===== src/rtl/qcp_pkg.sv =====
// ----------------------------------------------------------------------------
// qcp_pkg
// Register indexes, microcode format and microcode program of the corner picker.
// ----------------------------------------------------------------------------
package qcp_pkg;

  // Configuration register indexes.
  localparam logic [1:0] CFG_FRAME_WIDTH   = 2'd0;
  localparam logic [1:0] CFG_FRAME_HEIGHT  = 2'd1;
  localparam logic [1:0] CFG_EUCLID_WEIGHT = 2'd2;

  // Index of the final corner of a run (bottom-right).
  localparam logic [1:0] CORNER_LAST = 2'd3;

  typedef logic [2:0] step_t;

  // Program labels.
  localparam step_t STEP_WAIT   = 3'd0;
  localparam step_t STEP_DIFF   = 3'd1;
  localparam step_t STEP_SQUARE = 3'd2;
  localparam step_t STEP_RADIC  = 3'd3;
  localparam step_t STEP_ROOT   = 3'd4;
  localparam step_t STEP_WEIGHT = 3'd5;
  localparam step_t STEP_UPDATE = 3'd6;
  localparam step_t STEP_EMIT   = 3'd7;

  typedef enum logic [2:0] {
    COND_NEVER,
    COND_NO_INPUT,
    COND_ROOT_MORE,
    COND_NOT_LAST,
    COND_EMIT_MORE
  } jump_cond_t;

  typedef struct packed {
    logic       take_in;
    logic       ld_diff;
    logic       ld_square;
    logic       ld_radic;
    logic       root_step;
    logic       ld_wterm;
    logic       update;
    logic       emit;
    jump_cond_t cond;
    step_t      target;
  } ctrl_word_t;

  // Control store. When the jump condition is false the step counter simply
  // advances, wrapping from the emit step back to the wait step.
  function automatic ctrl_word_t qcp_ucode(input step_t s);
    ctrl_word_t cw;
    cw = '{take_in: 1'b0, ld_diff: 1'b0, ld_square: 1'b0, ld_radic: 1'b0,
           root_step: 1'b0, ld_wterm: 1'b0, update: 1'b0, emit: 1'b0,
           cond: COND_NEVER, target: STEP_WAIT};
    case (s)
      STEP_WAIT: begin
        cw.take_in = 1'b1;
        cw.cond    = COND_NO_INPUT;
        cw.target  = STEP_WAIT;
      end
      STEP_DIFF:   cw.ld_diff   = 1'b1;
      STEP_SQUARE: cw.ld_square = 1'b1;
      STEP_RADIC:  cw.ld_radic  = 1'b1;
      STEP_ROOT: begin
        cw.root_step = 1'b1;
        cw.cond      = COND_ROOT_MORE;
        cw.target    = STEP_ROOT;
      end
      STEP_WEIGHT: cw.ld_wterm = 1'b1;
      STEP_UPDATE: begin
        cw.update = 1'b1;
        cw.cond   = COND_NOT_LAST;
        cw.target = STEP_WAIT;
      end
      STEP_EMIT: begin
        cw.emit   = 1'b1;
        cw.cond   = COND_EMIT_MORE;
        cw.target = STEP_EMIT;
      end
      default: cw.target = STEP_WAIT;
    endcase
    return cw;
  endfunction

endpackage


===== src/rtl/qcp_ifs.sv =====
// ----------------------------------------------------------------------------
// Corner picker channel interfaces
// Valid/ready channels for contour points and for corner results.
// ----------------------------------------------------------------------------
interface qcp_in_if #(parameter int COORD_BITS = 12);
  logic                  valid;
  logic                  ready;
  logic [COORD_BITS-1:0] point_x;
  logic [COORD_BITS-1:0] point_y;
  logic                  last_point;

  modport source(output valid, output point_x, output point_y, output last_point,
                 input ready);
  modport sink(input valid, input point_x, input point_y, input last_point,
               output ready);
endinterface

interface qcp_out_if #(parameter int COORD_BITS = 12);
  logic                  valid;
  logic                  ready;
  logic [1:0]            corner_index;
  logic [COORD_BITS-1:0] corner_x;
  logic [COORD_BITS-1:0] corner_y;
  logic                  corner_found;
  logic                  last_corner;

  modport source(output valid, output corner_index, output corner_x, output corner_y,
                 output corner_found, output last_corner, input ready);
  modport sink(input valid, input corner_index, input corner_x, input corner_y,
               input corner_found, input last_corner, output ready);
endinterface


===== src/rtl/quad_corner_picker_top.sv =====
// ----------------------------------------------------------------------------
// quad_corner_picker_top
// Picks the four corner points of a quadrilateral contour.
// ----------------------------------------------------------------------------
// Contour points enter one item at a time on in_pt (valid/ready). Each point is
// sorted into a quadrant of the frame and scored against that quadrant's frame
// corner; every quadrant keeps its lowest score and the point that gave it.
// The item flagged last_point makes the block send four corner items on
// out_cr in order top-left, top-right, bottom-left, bottom-right, the fourth
// with last_corner set, and then forget the run.
// A point passes through four setup steps, one step per result bit of the integer
// square root (COORD_BITS + 5 steps), a weighting multiply and the compare/update
// step. The square root unit is iterated by the microcode. After the last point
// is updated the first corner item is loaded and the other three follow one per
// cycle while the receiver is ready. A stalled receiver holds the output register
// and the sequencer waits in its emit step; the next point is taken once the last
// corner is loaded. Configuration is to be written by the user through
// cfg_we/cfg_index/cfg_data while idle; the block itself does not enforce this.
// Synchronous reset restores default registers and clears all corner state.
// ----------------------------------------------------------------------------
module quad_corner_picker_top
  import qcp_pkg::*;
#(
  parameter int COORD_BITS = 12
) (
  input  logic                                        clk,
  input  logic                                        rst_n,
  qcp_in_if.sink                                      in_pt,
  qcp_out_if.source                                   out_cr,
  input  logic                                        cfg_we,
  input  logic [1:0]                                  cfg_index,
  input  logic [(COORD_BITS > 8 ? COORD_BITS : 8)-1:0] cfg_data
);

  localparam int CB        = COORD_BITS;
  localparam int SCORE_W   = CB + 6;
  localparam int RAD_W     = 2 * CB + 9;
  localparam int ROOT_W    = CB + 5;
  localparam int PROD_W    = ROOT_W + 8;
  localparam int ITER_LAST = CB + 4;
  localparam int CNT_W     = $clog2(CB + 5);

  // Configuration registers.
  logic [CB-1:0] fw_r;
  logic [CB-1:0] fh_r;
  logic [7:0]    wt_r;

  // Sequencer.
  step_t      step_r;
  step_t      step_nxt;
  ctrl_word_t cw;
  logic       jump;

  // Datapath.
  logic [CB-1:0]     x_r;
  logic [CB-1:0]     y_r;
  logic              last_r;
  logic [1:0]        q_r;
  logic [CB-1:0]     dx_r;
  logic [CB-1:0]     dy_r;
  logic [2*CB-1:0]   dx2_r;
  logic [2*CB-1:0]   dy2_r;
  logic [ROOT_W-1:0] man_r;
  logic [RAD_W-1:0]  rad_r;
  logic [RAD_W-1:0]  res_r;
  logic [RAD_W-1:0]  bit_r;
  logic [CNT_W-1:0]  cnt_r;
  logic [ROOT_W-1:0] wterm_r;

  // Corner state.
  logic [SCORE_W-1:0] best_score_r [4];
  logic [CB-1:0]      best_x_r     [4];
  logic [CB-1:0]      best_y_r     [4];
  logic [3:0]         seen_r;
  logic [1:0]         k_r;

  // Output register.
  logic          out_valid_r;
  logic [1:0]    out_index_r;
  logic [CB-1:0] out_x_r;
  logic [CB-1:0] out_y_r;
  logic          out_found_r;
  logic          out_last_r;

  // Combinational helpers.
  logic               accept;
  logic               out_free;
  logic               emit_go;
  logic               right;
  logic               bottom;
  logic [CB-1:0]      dx_c;
  logic [CB-1:0]      dy_c;
  logic [RAD_W-1:0]   trial;
  logic [PROD_W-1:0]  prod;
  logic [SCORE_W-1:0] score;

  assign cw       = qcp_ucode(step_r);
  assign accept   = cw.take_in & in_pt.valid;
  assign out_free = !out_valid_r || out_cr.ready;
  assign emit_go  = cw.emit & out_free;

  assign in_pt.ready         = cw.take_in;
  assign out_cr.valid        = out_valid_r;
  assign out_cr.corner_index = out_index_r;
  assign out_cr.corner_x     = out_x_r;
  assign out_cr.corner_y     = out_y_r;
  assign out_cr.corner_found = out_found_r;
  assign out_cr.last_corner  = out_last_r;

  // Jump decision and next step.
  always_comb begin
    case (cw.cond)
      COND_NEVER:     jump = 1'b0;
      COND_NO_INPUT:  jump = !in_pt.valid;
      COND_ROOT_MORE: jump = (cnt_r != '0);
      COND_NOT_LAST:  jump = !last_r;
      COND_EMIT_MORE: jump = !out_free || (k_r != CORNER_LAST);
      default:        jump = 1'b0;
    endcase
    step_nxt = jump ? cw.target : step_t'(step_r + 3'd1);
  end

  // Quadrant split and distances to the quadrant's frame corner.
  always_comb begin
    right  = x_r >= {1'b0, fw_r[CB-1:1]};
    bottom = y_r >= {1'b0, fh_r[CB-1:1]};
    if (!right) begin
      dx_c = x_r;
    end else if (x_r >= fw_r) begin
      dx_c = x_r - fw_r;
    end else begin
      dx_c = fw_r - x_r;
    end
    if (!bottom) begin
      dy_c = y_r;
    end else if (y_r >= fh_r) begin
      dy_c = y_r - fh_r;
    end else begin
      dy_c = fh_r - y_r;
    end
  end

  // Root trial value, weighting product and clamped score.
  always_comb begin
    trial = res_r + bit_r;
    prod  = PROD_W'(wt_r) * PROD_W'(res_r[ROOT_W-1:0]);
    score = (man_r >= wterm_r) ? SCORE_W'(man_r - wterm_r) : '0;
  end

  always_ff @(posedge clk) begin
    if (!rst_n) begin
      fw_r <= CB'(960);
      fh_r <= CB'(720);
      wt_r <= 8'd179;
    end else if (cfg_we) begin
      case (cfg_index)
        CFG_FRAME_WIDTH:   fw_r <= cfg_data[CB-1:0];
        CFG_FRAME_HEIGHT:  fh_r <= cfg_data[CB-1:0];
        CFG_EUCLID_WEIGHT: wt_r <= cfg_data[7:0];
        default: ;
      endcase
    end
  end

  always_ff @(posedge clk) begin
    if (!rst_n) begin
      step_r <= STEP_WAIT;
    end else begin
      step_r <= step_nxt;
    end
  end

  // Datapath registers loaded by the control word.
  always_ff @(posedge clk) begin
    if (accept) begin
      x_r    <= in_pt.point_x;
      y_r    <= in_pt.point_y;
      last_r <= in_pt.last_point;
    end
    if (cw.ld_diff) begin
      q_r  <= {bottom, right};
      dx_r <= dx_c;
      dy_r <= dy_c;
    end
    if (cw.ld_square) begin
      dx2_r <= (2*CB)'(dx_r) * (2*CB)'(dx_r);
      dy2_r <= (2*CB)'(dy_r) * (2*CB)'(dy_r);
      man_r <= {(CB+1)'(dx_r) + (CB+1)'(dy_r), 4'b0000};
    end
    if (cw.ld_radic) begin
      rad_r <= {(2*CB+1)'(dx2_r) + (2*CB+1)'(dy2_r), 8'h00};
      res_r <= '0;
      bit_r <= {1'b1, (RAD_W-1)'(0)};
      cnt_r <= CNT_W'(ITER_LAST);
    end
    // One result bit per step of the digit-by-digit square root.
    if (cw.root_step) begin
      if (rad_r >= trial) begin
        rad_r <= rad_r - trial;
        res_r <= (res_r >> 1) + bit_r;
      end else begin
        res_r <= res_r >> 1;
      end
      bit_r <= bit_r >> 2;
      cnt_r <= cnt_r - CNT_W'(1);
    end
    if (cw.ld_wterm) begin
      wterm_r <= prod[PROD_W-1:8];
    end
  end

  // Per-quadrant best points and corner emission.
  always_ff @(posedge clk) begin
    if (!rst_n) begin
      for (int i = 0; i < 4; i++) begin
        best_score_r[i] <= '1;
        best_x_r[i]     <= '0;
        best_y_r[i]     <= '0;
      end
      seen_r <= '0;
      k_r    <= '0;
    end else if (cw.update) begin
      if (score < best_score_r[q_r]) begin
        best_score_r[q_r] <= score;
        best_x_r[q_r]     <= x_r;
        best_y_r[q_r]     <= y_r;
      end
      seen_r[q_r] <= 1'b1;
      k_r         <= '0;
    end else if (emit_go) begin
      k_r <= k_r + 2'd1;
      // The run is over once the last corner is loaded.
      if (k_r == CORNER_LAST) begin
        for (int i = 0; i < 4; i++) begin
          best_score_r[i] <= '1;
          best_x_r[i]     <= '0;
          best_y_r[i]     <= '0;
        end
        seen_r <= '0;
      end
    end
  end

  always_ff @(posedge clk) begin
    if (!rst_n) begin
      out_valid_r <= 1'b0;
    end else if (emit_go) begin
      out_valid_r <= 1'b1;
    end else if (out_cr.ready) begin
      out_valid_r <= 1'b0;
    end
  end

  always_ff @(posedge clk) begin
    if (emit_go) begin
      out_index_r <= k_r;
      out_x_r     <= best_x_r[k_r];
      out_y_r     <= best_y_r[k_r];
      out_found_r <= seen_r[k_r];
      out_last_r  <= (k_r == CORNER_LAST);
    end
  end

endmodule


===== src/flat_wrapper.sv =====
// flat-port wrapper written by rule: the top's interface ports become plain ports
module quad_corner_picker_top_flat import qcp_pkg::*;
#(
  parameter int COORD_BITS = 12
)
  (clk, rst_n, cfg_we, cfg_index, cfg_data, in_pt_valid, in_pt_point_x, in_pt_point_y, in_pt_last_point, in_pt_ready, out_cr_valid, out_cr_corner_index, out_cr_corner_x, out_cr_corner_y, out_cr_corner_found, out_cr_last_corner, out_cr_ready);
  qcp_in_if #(.COORD_BITS(COORD_BITS)) in_pt_i ();
  qcp_out_if #(.COORD_BITS(COORD_BITS)) out_cr_i ();
  input  logic clk;
  input  logic rst_n;
  input  logic cfg_we;
  input  logic [1:0] cfg_index;
  input  logic [(COORD_BITS > 8 ? COORD_BITS : 8)-1:0] cfg_data;
  input wire logic [$bits(in_pt_i.valid)-1:0] in_pt_valid;
  input wire logic [$bits(in_pt_i.point_x)-1:0] in_pt_point_x;
  input wire logic [$bits(in_pt_i.point_y)-1:0] in_pt_point_y;
  input wire logic [$bits(in_pt_i.last_point)-1:0] in_pt_last_point;
  output wire logic [$bits(in_pt_i.ready)-1:0] in_pt_ready;
  output wire logic [$bits(out_cr_i.valid)-1:0] out_cr_valid;
  output wire logic [$bits(out_cr_i.corner_index)-1:0] out_cr_corner_index;
  output wire logic [$bits(out_cr_i.corner_x)-1:0] out_cr_corner_x;
  output wire logic [$bits(out_cr_i.corner_y)-1:0] out_cr_corner_y;
  output wire logic [$bits(out_cr_i.corner_found)-1:0] out_cr_corner_found;
  output wire logic [$bits(out_cr_i.last_corner)-1:0] out_cr_last_corner;
  input wire logic [$bits(out_cr_i.ready)-1:0] out_cr_ready;
  assign in_pt_i.valid = in_pt_valid;
  assign in_pt_i.point_x = in_pt_point_x;
  assign in_pt_i.point_y = in_pt_point_y;
  assign in_pt_i.last_point = in_pt_last_point;
  assign in_pt_ready = in_pt_i.ready;
  assign out_cr_valid = out_cr_i.valid;
  assign out_cr_corner_index = out_cr_i.corner_index;
  assign out_cr_corner_x = out_cr_i.corner_x;
  assign out_cr_corner_y = out_cr_i.corner_y;
  assign out_cr_corner_found = out_cr_i.corner_found;
  assign out_cr_last_corner = out_cr_i.last_corner;
  assign out_cr_i.ready = out_cr_ready;
  quad_corner_picker_top #(.COORD_BITS(COORD_BITS)) u_core (.clk(clk), .rst_n(rst_n), .in_pt(in_pt_i), .out_cr(out_cr_i), .cfg_we(cfg_we), .cfg_index(cfg_index), .cfg_data(cfg_data));
endmodule

===== config.mk =====
export PLATFORM = sky130hd
export DESIGN_NAME = quad_corner_picker_top_flat
export DESIGN_NICKNAME = d
export VERILOG_FILES = /design/src/rtl/qcp_pkg.sv /design/src/rtl/qcp_ifs.sv /design/src/rtl/quad_corner_picker_top.sv /design/src/flat_wrapper.sv
export SDC_FILE = /design/constraint.sdc
export NUM_CORES = 2
export LEC_CHECK = 0
export BUFFER_PORTS_ARGS = -buffer_cell sky130_fd_sc_hd__clkbuf_2
export CELL_PAD_IN_SITES_DETAIL_PLACEMENT = 1
export CELL_PAD_IN_SITES_GLOBAL_PLACEMENT = 2
export CORE_MARGIN = 1
export CORE_UTILIZATION = 39
export CTS_CLUSTER_DIAMETER = 40
export CTS_CLUSTER_SIZE = 16
export DETAILED_ROUTE_END_ITERATION = 6
export MAX_ROUTING_LAYER = met4
export PLACE_DENSITY_LB_ADDON = 0.1
export SLEW_MARGIN = 20
export SYNTH_ARGS = -nofsm -noshare
export SYNTH_HDL_FRONTEND = slang
export SYNTH_SLANG_ARGS = --single-unit

===== constraint.sdc =====
create_clock -name clk -period 6 [get_ports clk]
set_clock_uncertainty 0.05 [all_clocks]
set_input_delay 0.3 -clock clk [delete_from_list [all_inputs] [get_ports clk]]
set_output_delay 0.3 -clock clk [all_outputs]
set_load 0.01 [all_outputs]

==> run metrics <==
Post-DRT Antenna Nets 0; Detailed Place HPWL 81,700 um; initial antenna violation count 4; crit end category register; Crit-path slowest cell fa_1; grt ovf 0; Max-Cap Viols 0; yosys warns 0; Core Rows 113; port bufs 73; total track usage 22.9%; share of the synthesized area in the top cell type 30.0%; worst reg2reg endpoint u_core.dx2_r[21]$_DFFE_PN_; vias per cell 5.26; FF-to-FF setup slack 0.25 ns; DIE AREA 98,100 um^2; max-slew violation count 0; Rel. slew slack 33.1%; top cells by count, synth inv_1, edfxtp_1, ha_1; worst-skew pair later-pin latency 0.68 ns; TNS Setup 0 ns; status finished, final reports clean; routed length per instance 20.5 um; Worst Max-Slew Pin Slew 1.00 ns; Sinks on Clock Net 455; HP Class in -> reg; Initial Utilization 39.6%; core area 95,400 um^2; fmax 0.174 GHz; Post-synth EDFFs 377; CP peak stage delay 0.54 ns; Worst Reg-to-Reg Cells 19; Primary FF master, synth edfxtp_1; Tcrit/Tclk final 95.8%; #FFs+latches synth 455; Syn Area/Cell 10.3 um^2; most common cell in the synthesized netlist inv_1; Arr. time, crit path 6.10 ns; ys async rst share 0%; share of layout cells above drive strength 1 11.8%; Worst R2R Start u_core.dx_r[4]$_DFFE_PN_; Cell Area, Synth 37,800 um^2; Worst-path clk slew 0.05 ns; vias in the first global route 30,559; cell type with the largest total area after synthesis edfxtp_1; # IOs 74; first-pass GRT wire length 170,000 um; Crit path required time 6.35 ns; H-Tree Depth 3; CP Launch Type register; setup violators final 0; Synth area leaders edfxtp_1, fa_1, ha_1, inv_1, and2_1; CP max FO 7; largest net degree at the start of global routing 60; post-synth cell types 92; final WL 107,000 um; CTS Root Cell clkbuf_16; # DRC 0; DR iter-0 viols 1,129; die height 313 um; crit path kind reg -> reg; Min Clock Period, post-route 5.75 ns; final hold viol count 0; DR vias 27,369; chip width 313 um; synth-to-layout area growth 15.9%; Gate Count Post-Synth 3,672; final net count 4,514; GP Congestion 0.847; unrepaired setup endpoints after global routing no; clk buf depth 3; Worst Setup SP u_core.dx_r[4]$_DFFE_PN_; TritonRoute pass-1 iters 5; total CTS buffers 90; CP Cell Sequence buf_4 > inv_1 > ha_1 > xor2_1 > fa_1 > inv_1 > fa_1 > fa_1 > inv_1 > fa_1 > inv_1 > ha_1 > or4_1 > o22ai_2 > o21bai_1 > o21a_2 > a41o_1 > or2_2 > xor2_1; Synthesized Nets 4,336; Worst Setup EP u_core.dx2_r[21]$_DFFE_PN_; Seq/Total Area, Yosys 34.1%; CTS tree done
## how the worst min path moves through the flow
stage                                       from                          endpoint  slack, ns  cells after the start
floorplan                       in_pt_last_point           u_core.last_r$_DFFE_PP_       0.35                      0
global placement         u_core.rad_r[0]$_DFF_P_           u_core.rad_r[0]$_DFF_P_       0.40                      2
global route                        out_cr_ready  u_core.out_cr.valid$_SDFFE_PN0P_       0.06                      3
detailed placement  u_core.fw_r[11]$_SDFFE_PN0P_      u_core.fw_r[11]$_SDFFE_PN0P_       0.40                      2
CTS                                 out_cr_ready  u_core.out_cr.valid$_SDFFE_PN0P_       0.03                      3
finish                                     rst_n       u_core.wt_r[0]$_SDFFE_PN1P_       0.09                      2
## critical path, delay by kind of cell, from the launching register on
family | cells | cell delay (ns)
compound gates | 4 | 0.89
fa+ha+maj | 6 | 2.34
flops | 1 | 0.51
xor+xnor | 2 | 0.32
buf+inv | 5 | 0.58
simple gates | 2 | 0.80
## placed cells by master, fill, tap and decap left out, types with 29 or more instances in the layout
master	n
clkbuf_2	73
nor3_1	46
nand3_1	47
ha_1	368
a21o_1	61
mux4_2	43
fa_1	252
and2_1	270
o21ai_0	86
mux2i_1	89
xnor2_1	119
and3_1	29
buf_4	97
a21oi_1	173
nor2b_1	44
inv_1	497
nand2_1	361
nand2b_1	30
xor2_1	72
a31oi_1	33
clkbuf_16	90
edfxtp_1	377
nor2_1	142
a211oi_1	31
dlygate4sd3_1	39
dfxtp_1	73
## cells by family (layout without fill, tap and decap cells)
| group | after synthesis | in the layout | share of synthesized area, % |
|---|---|---|---|
| mux | 145 | 145 | 5.31 |
| simple gates | 1051 | 1051 | 14.0 |
| buf+inv | 626 | 882 | 6.42 |
| fa+ha+maj | 620 | 620 | 25.5 |
| xor+xnor | 191 | 191 | 4.43 |
| compound gates | 584 | 584 | 10.3 |
| flops | 455 | 455 | 34.1 |
| other cells | 0 | 6 | 0 |
## flip-flops by register name, indices dropped and copies added, names as in the netlist, 13 cells and up, named ones only
register	cells
u_core.man_r	13
u_core.rad_r	33
u_core.dy2_r	23
u_core.bit_r	17
u_core.best_y_r	48
u_core.best_score_r	72
u_core.dx2_r	23
u_core.best_x_r	48
u_core.res_r	33
u_core.wterm_r	17
## metal layers
metal	global-route usage (%)	vias up	wire length, um
met5	-	-	0
met3	3.29	166	3610
met1	28.6	13915	47400
li1	-	12897	-
met4	6.93	0	2800
met2	38.4	391	52800
## timing repair
| action | 4_1_cts | 5_1_grt |
|---|---|---|
| setup endpoints to repair | 0 | 85 |
| hold buffers | 39 | 0 |
| resized for setup | 0 | 14 |
| hold endpoints to repair | 57 | 0 |
| setup buffers | 0 | 3 |
## cell type report
cell class | instances | area (um^2)
antenna | 6 | 15.0
timing repair buffer | 215 | 1600
clock inverter | 76 | 1030
inverter | 497 | 1870
fill | 10520 | 51600
sequential | 455 | 12900
clock buffer | 94 | 2270
multi-input combinational | 2591 | 22500
tap | 1265 | 1580
## metrics by stage
stage | hold slack [ns] | std cells | setup WS [ns] | area [um^2] | util (%)
floorplan | 0.349 | 3672 | 0.416 | 37800 | -
global placement | 0.397 | 4981 | 0.132 | 40000 | 41.9
detailed placement | 0.401 | 4981 | 0.0533 | 40000 | 41.9
CTS | 0.0275 | 5190 | 0.0316 | 43700 | 45.8
global route | 0.0640 | 5195 | 0.0189 | 43800 | 45.9
finish | 0.0900 | 5199 | 0.254 | 43800 | 45.9
Power is not shown: default switching activity piles up to over one toggle a cycle in this logic, so the estimate is an artifact.
